<file path="src/design/ldpm_pkg.sv">
`default_nettype none

package ldpm_pkg;

  // Fixed-point formats
  localparam int unsigned PixW    = 16;             // Q12.4 pixel coordinate
  localparam int unsigned QW      = 32;             // Q2.30 intermediate / Q8.24 coefficient
  localparam int unsigned WideW   = 66;             // headroom for sums before saturation
  localparam int unsigned CoefSh  = 24;             // Q8.24 * Q2.30 -> Q2.30
  localparam int unsigned QSh     = 30;             // Q2.30 * Q2.30 -> Q2.30

  // Divider layout: one quotient bit per step
  localparam int unsigned QuoW          = 32;
  localparam int unsigned StepsPerStage = 8;
  localparam int unsigned DivStages     = QuoW / StepsPerStage;

  // Full pipeline depth, from input register to output register
  localparam int unsigned NumStages = 18;

  localparam logic signed [QW-1:0] Q30Max = 32'sh7fff_ffff;
  localparam logic signed [QW-1:0] Q30Min = 32'sh8000_0000;
  localparam logic signed [WideW-1:0] Q30One = 66'sh0_4000_0000;

  // Register reset values
  localparam logic [31:0]      PrincipalRst = 32'h0000_0000;
  localparam logic [PixW-1:0]  FocalRst     = 16'd16;

  // Register map
  typedef enum logic [2:0] {
    RegPrincipal = 3'd0,
    RegFocalX    = 3'd1,
    RegFocalY    = 3'd2,
    RegK1        = 3'd3,
    RegK2        = 3'd4,
    RegK3        = 3'd5,
    RegP1        = 3'd6,
    RegP2        = 3'd7
  } ldpm_reg_e;

  // One divider word in flight
  typedef struct packed {
    logic [PixW-1:0] rem;
    logic [QuoW-1:0] quo;
    logic [1:0]      low;   // low dividend bits still to bring down
    logic            neg;
    logic            ovf;
  } ldpm_div_t;

  // Clamp a wide signed value to Q2.30 range
  function automatic logic signed [QW-1:0] sat_q30(input logic signed [WideW-1:0] v);
    logic signed [QW-1:0] r;
    if (v > WideW'(Q30Max)) begin
      r = Q30Max;
    end else if (v < WideW'(Q30Min)) begin
      r = Q30Min;
    end else begin
      r = v[QW-1:0];
    end
    return r;
  endfunction

  // One restoring division step, j counts from the quotient MSB
  function automatic ldpm_div_t div_step(input ldpm_div_t w, input logic [PixW-1:0] den,
                                         input int unsigned j);
    ldpm_div_t   r;
    logic        bit_in;
    logic [PixW:0] part;
    r      = w;
    bit_in = (j == 0) ? w.low[1] : ((j == 1) ? w.low[0] : 1'b0);
    part   = {w.rem, bit_in};
    if (part >= {1'b0, den}) begin
      r.rem = PixW'(part - {1'b0, den});
      r.quo[5'(QuoW - 1 - j)] = 1'b1;
    end else begin
      r.rem = part[PixW-1:0];
    end
    return r;
  endfunction

  // Turn a finished quotient magnitude into a saturated Q2.30 value
  function automatic logic signed [QW-1:0] quo_to_q30(input ldpm_div_t w);
    logic signed [QW-1:0] r;
    if (w.ovf || w.quo[QuoW-1]) begin
      r = w.neg ? Q30Min : Q30Max;
    end else if (w.neg) begin
      r = -$signed(w.quo);
    end else begin
      r = $signed(w.quo);
    end
    return r;
  endfunction

endpackage

`default_nettype wire

</file>
<file path="src/design/ldpm_divider.sv">
`default_nettype none

module ldpm_divider (
  input  wire logic                                   clk_i,
  input  wire logic [ldpm_pkg::DivStages-1:0]         adv_i,
  input  wire logic [ldpm_pkg::PixW-1:0]              den_i,
  input  wire ldpm_pkg::ldpm_div_t                    word_i,
  output ldpm_pkg::ldpm_div_t                         word_o
);

  ldpm_pkg::ldpm_div_t pipe [ldpm_pkg::DivStages+1];

  assign pipe[0] = word_i;

  // Each stage resolves a fixed group of quotient bits
  for (genvar s = 0; s < ldpm_pkg::DivStages; s++) begin : g_stage
    ldpm_pkg::ldpm_div_t nxt;

    always_comb begin
      nxt = pipe[s];
      for (int unsigned i = 0; i < ldpm_pkg::StepsPerStage; i++) begin
        nxt = ldpm_pkg::div_step(nxt, den_i, s * ldpm_pkg::StepsPerStage + i);
      end
    end

    always_ff @(posedge clk_i) begin
      if (adv_i[s]) begin
        pipe[s+1] <= nxt;
      end
    end
  end

  assign word_o = pipe[ldpm_pkg::DivStages];

endmodule

`default_nettype wire

</file>
<file path="config.mk">
export PLATFORM = sky130hd
export DESIGN_NAME = ldpm_divider
export DESIGN_NICKNAME = d
export VERILOG_FILES = /design/src/design/ldpm_pkg.sv /design/src/design/ldpm_divider.sv
export SDC_FILE = /design/constraint.sdc
export NUM_CORES = 2
export LEC_CHECK = 0
export ABC_AREA = 1
export BUFFER_PORTS_ARGS = -buffer_cell sky130_fd_sc_hd__buf_2
export CORE_MARGIN = 3
export CORE_UTILIZATION = 50
export DETAILED_ROUTE_END_ITERATION = 8
export PLACE_DENSITY = 0.66
export SYNTH_ARGS = -nofsm -noshare
export SYNTH_HDL_FRONTEND = slang
export SYNTH_SLANG_ARGS = --single-unit
</file>
<file path="constraint.sdc">
create_clock -name clk_i -period 23.9 [get_ports clk_i]
set_input_delay 2.39 -clock clk_i [delete_from_list [all_inputs] [get_ports clk_i]]
set_output_delay 2.39 -clock clk_i [all_outputs]
set_load 0.05 [all_outputs]
</file>
Word level (Yosys, flattened, before mapping)
Cells that the tools add are included.
{"block": "word_totals", "ff_bits": 208, "inputBits": 73, "output_inout_bits": 52}
{"block": "classes", "mux": 32, "n_addsub": 32, "magnitude_cmp": 32}
{"cell": ">= comparator 17 x 16 -> 1 bit", "count": 32}
{"cell": "two-way mux 16 bit", "count": 32}
{"cell": "subtractor 16 bit", "count": 32}

Depth between registers and ports, before layout
{"block": "depth", "depth_word": 16, "depth_mapped": 130}

Least setup slack after synthesis
OpenSTA, ideal clock, no wires.
{"block": "synth_path", "path_kind": "input to register", "from": "in den_i[3] (netlist name)", "to": "reg pipe[202] (netlist name) (data pin)", "stages": 125, "t_required_ns": 23.647, "path_slack_ns": 5.591, "path_buffers": 11, "t_arrival_ns": 18.056, "path_cell_list": "inv_1 ha_1 buf_2 nand2_2 inv_1 nand2_1 nand2_1 nand2_1 nand2_1 nand2_1 nand3_1 nor2_2 clkbuf_1 o21ai_0 ha_1 nand2_1 inv_1 a21oi_1 [89 not listed] ha_1 a21oi_1 a21boi_1 o21bai_1 a21oi_1 o21ai_1 a21oi_1 o21bai_1 nand3_1 nand2_1 a21o_1 a21oi_1 o21ai_0 inv_1 nand3_4 buf_6 nand2_1 nand2_1"}
{"item": "start: declaration", "line_no": "ldpm_divider.sv:6", "text": "input wire logic [ldpm_pkg::PixW-1:0] den_i,"}
{"item": "end signal: indexed assignment", "line_no": "ldpm_divider.sv:28", "text": "pipe[s+1] <= nxt;"}
{"item": "end: declaration", "line_no": "ldpm_divider.sv:11", "text": "ldpm_pkg::ldpm_div_t pipe [ldpm_pkg::DivStages+1];"}

Worst setup path after layout
{"block": "layout_path", "from": "in den_i[5] (netlist name)", "to": "reg pipe (netlist bit g_stage[1].nxt[28]) (data pin)"}
{"block": "layout_via", "elab_chain_cells": 15, "word_cells_on_any_way": 22, "classes_between": "7 x add/sub; 8 x order compare; 7 x mux"}
{"item": "subtractor 16 bit / >= comparator 17 x 16 -> 1 bit (equally long branches)", "line_no": "ldpm_pkg.sv:72, ldpm_pkg.sv:71"}
{"item": "two-way mux 16 bit", "line_no": "ldpm_pkg.sv:71", "text": "if (part >= {1'b0, den}) begin"}
{"item": "subtractor 16 bit / >= comparator 17 x 16 -> 1 bit (equally long branches)", "line_no": "ldpm_pkg.sv:72, ldpm_pkg.sv:71"}
{"item": "two-way mux 16 bit", "line_no": "ldpm_pkg.sv:71"}
{"item": "subtractor 16 bit / >= comparator 17 x 16 -> 1 bit (equally long branches)", "line_no": "ldpm_pkg.sv:72, ldpm_pkg.sv:71"}
{"item": "two-way mux 16 bit", "line_no": "ldpm_pkg.sv:71"}
{"item": "subtractor 16 bit / >= comparator 17 x 16 -> 1 bit (equally long branches)", "line_no": "ldpm_pkg.sv:72, ldpm_pkg.sv:71"}
{"item": "two-way mux 16 bit", "line_no": "ldpm_pkg.sv:71"}
{"item": "subtractor 16 bit / >= comparator 17 x 16 -> 1 bit (equally long branches)", "line_no": "ldpm_pkg.sv:72, ldpm_pkg.sv:71"}
{"item": "two-way mux 16 bit", "line_no": "ldpm_pkg.sv:71"}
{"item": "subtractor 16 bit / >= comparator 17 x 16 -> 1 bit (equally long branches)", "line_no": "ldpm_pkg.sv:72, ldpm_pkg.sv:71"}
{"item": "two-way mux 16 bit", "line_no": "ldpm_pkg.sv:71"}
{"item": "subtractor 16 bit / >= comparator 17 x 16 -> 1 bit (equally long branches)", "line_no": "ldpm_pkg.sv:72, ldpm_pkg.sv:71"}
{"item": "two-way mux 16 bit", "line_no": "ldpm_pkg.sv:71"}
{"item": ">= comparator 17 x 16 -> 1 bit *", "line_no": "ldpm_pkg.sv:71"}
Mark *: on every way between the ends. The rest lies on a longest branch, timed or not.
A chain may end at the register's enable or synchronous reset.

==> reports/results.ini <==
[drt]
ant_nets = 0
drc = 0
wl_per_cell_um = 17.7
via_per_inst = 5.59
drt_iter0_drc = 2339
drt_pre_antenna_iters = 7
dr_total_vias = 35162
wl_um = 111000

[sta]
fmax_ghz = 0.0460
hold_viol = 0
final.setup.tns_ns = 0
final_max_slew_viol_count = 0
slew_headroom = 0.359
clock_skew_ns = 0.0156
period_share = 0.909
setup_viol = 0
rsz0062_at_grt = no
fin_crit_ns = 21.72
worst_pin_slew_ns = 0.962

[run_status]
outcome = finished, final reports clean

[synth]
synth_simple_gate_area_frac = 0.298
synth_nets = 5861
synth-xor-area-share = 0.102
ys_seq_area_frac = 0.174
ys_types = 68
synthAdderAreaFrac = 0.173
synth_edf_count = 208
synth_compound_area_frac = 0.165
syn_avg_cell_area_um2 = 6.77
ys_ff_latch = 208
netlist_area_mm2 = 0.0358
synth_top_family_by_area = simple AND/OR/NAND/NOR gates
yosysWarnings = 0
muxShareOfSynthArea = 0
async_reset_ff_frac = 0
synthCells = 5296
synth_flop_cell = edfxtp_1

[clock_network]
cts_buffers = 25
clk_latency_ns = 0.57
cts_sinks = 208
cts_tree = yes
cts_root_buf = clkbuf_16
clk_pin_slew_worst_paths_ns = 0.07
cts_max_path_buffers = 3
cts_max_level = 1

[cells_and_area]
n_fill_cell = 7057
multi_input_area_mm2 = 0.0265
fin_nets = 5902
area.growth.synth_to_final_pct = 5.37
drive_above_1_share = 0.0831
ff_latch_area_mm2 = 0.00625
num_antenna_cells = 0

[die]
start_util = 0.508
rows = 97
die_y_um = 274
die_area_mm2 = 0.0749
dieWidth_um = 274
boundaryPins = 125
coreArea_mm2 = 0.0705

[critical_path]
start_kind = input port
endpoint_kind = flip-flop
cp_max_fo = 23
r2r_end = word_o[4]$_SDFFCE_PP1P_
critPathMaxStageDelay_ns = 0.69
r2r_setup_slack_ns = 5.28
r2r_start = pipe[101]$_DFFE_PP_
cp_data_arrival_time_ns = 22.04
crit_path_top_delay_cell = nor2_2
critPathKind = input port to flip-flop
cp.required_ns = 24.22
rr_worst_depth = 106
cpMostUsedCell = nand2_1

[hold_path]
min_path_type = flip-flop to flip-flop
whs_endpoint = word_o[25]$_DFFE_PP_
hold_path_depth = 0
min_from = g_stage[3].nxt[25]$_DFFE_PP_

[grt]
grt_pass1_wl_um = 173000
grt_max_degree = 53
grt_pass1_vias = 32385
overflow = 0
track_usage = 0.287
grt_antenna_before_repair = 1

[job]
cap_violations = 0

[place]
hpwl_um = 85400
numPortBuffers = 124
routabilityCongestion = 0.962

==> per-stage QoR <==
stage	setup WS [ns]	util	area, µm²	hold WS, ns	std cells
after floorplan	5.59	-	35800	0.400	5296
after global placement	2.07	0.523	36900	0.401	6250
after detailed placement	1.69	0.523	36900	0.405	6250
after CTS	2.27	0.535	37800	0.392	6295
after global routing	0.130	0.536	37800	0.401	6295
final	2.18	0.536	37800	0.402	6295
==> worst max-delay path: cells and delay by family <==
family,cells,cell delay [ns]
AO/OA/AOI/OAI,41,7.51
AND/OR/NAND/NOR,45,6.41
adder cells (fa/ha/maj),8,2.79
buffers and inverters,12,2.81
==> cells by family (layout without fill, tap and decap cells) <==
family                     after synthesis  in the layout
and+or+nand+nor                       2435           2435
AOI/OAI and AO/OA                     1043           1043
buffers and inverters                  700            759
adders and majority gates              492            492
xor gates and xnor gates               418            418
DFF                                    208            208
==> cells in the mapped netlist (22+ instances only) <==
| library cell | count | area share |
|---|---|---|
| nand2_1 | 1571 | 0.16 |
| inv_1 | 523 | 0.055 |
| ha_1 | 486 | 0.17 |
| a21oi_1 | 417 | 0.058 |
| nand3_1 | 331 | 0.046 |
| o21ai_0 | 295 | 0.041 |
| xor2_1 | 221 | 0.054 |
| nor2_1 | 220 | 0.023 |
| edfxtp_1 | 208 | 0.17 |
| xnor2_1 | 197 | 0.048 |
| o21ai_1 | 106 | 0.015 |
| buf_4 | 77 | 0.016 |
| or2_2 | 57 | 0.010 |
| nand4_1 | 48 | 0.0084 |
| a21o_1 | 38 | 0.0080 |
| buf_2 | 38 | 0.0053 |
| nor3_1 | 38 | 0.0053 |
| o21bai_1 | 37 | 0.0078 |
| nand3_2 | 28 | 0.0078 |
| a31oi_1 | 27 | 0.0047 |
| inv_2 | 27 | 0.0028 |
| nor2_2 | 24 | 0.0042 |
| nor4_1 | 22 | 0.0038 |
==> worst max-delay path by stage <==
stage / from / endpoint / slack (ns) / cells after the start
final: den_i[5] / g_stage[1].nxt[28]$_SDFFCE_PP1P_ / 2.18 / 106
after CTS: den_i[5] / g_stage[1].nxt[28]$_SDFFCE_PP1P_ / 2.27 / 108
after global placement: den_i[5] / g_stage[1].nxt[28]$_SDFFCE_PP1P_ / 2.07 / 105
after global routing: den_i[5] / g_stage[1].nxt[28]$_SDFFCE_PP1P_ / 0.13 / 107
after detailed placement: den_i[5] / g_stage[1].nxt[28]$_SDFFCE_PP1P_ / 1.69 / 108
after floorplan: den_i[3] / pipe[202]$_DFFE_PP_ / 5.59 / 125
==> state kept, by name (all words and copies together), names as in the netlist <==
name         cells
g_stage.nxt     84
pipe            72
word_o          52
==> layer usage <==
layer | up-vias | GRT usage | share of wire
li1 | 17938 | - | -
met1 | 15966 | 0.366 | 0.43
met2 | 1003 | 0.503 | 0.47
met3 | 255 | 0.0217 | 0.049
met4 | 0 | 0.115 | 0.045
met5 | - | 0 | 0
==> final cells by class <==
type	count	area share
Timing Repair Buffer	162	0.0247
Sequential cell	208	0.165
Tap cell	940	0.0311
Inverter	552	0.0552
Clock buffer	27	0.0168
Multi-Input combinational cell	4388	0.701
Clock inverter	18	0.00616
==> cells in the final DEF, fill, tap and decap left out, types with 13 or more instances in the layout <==
master	synthesis	layout
inv_2	27	42
nor2_1	220	220
inv_1	523	507
nor3_1	38	38
nor2_4	11	13
nand2_1	1571	1571
or2_2	57	57
nand2_2	17	17
xnor2_1	197	197
a211oi_1	17	17
edfxtp_1	208	208
a21oi_1	417	417
nand3_2	28	28
a21o_1	38	38
nand3_1	331	331
nand3b_1	18	18
nor4_1	22	22
a31oi_1	27	27
o21bai_1	37	37
o21ai_0	295	295
xor2_1	221	221
nor2_2	24	22
nand4_1	48	48
o21ai_1	106	106
ha_1	486	486
buf_2	38	119
o21ai_2	21	21
buf_4	77	42
clkbuf_16	0	25
==> repair_timing <==
item	4_1_cts	5_1_grt
resized for setup	0	2
endpoints found under the setup margin	0	17
hold buffers	0	0
buffers inserted	0	0
Power is not shown: default switching activity piles up to over one toggle a cycle in this logic, so the estimate is an artifact.
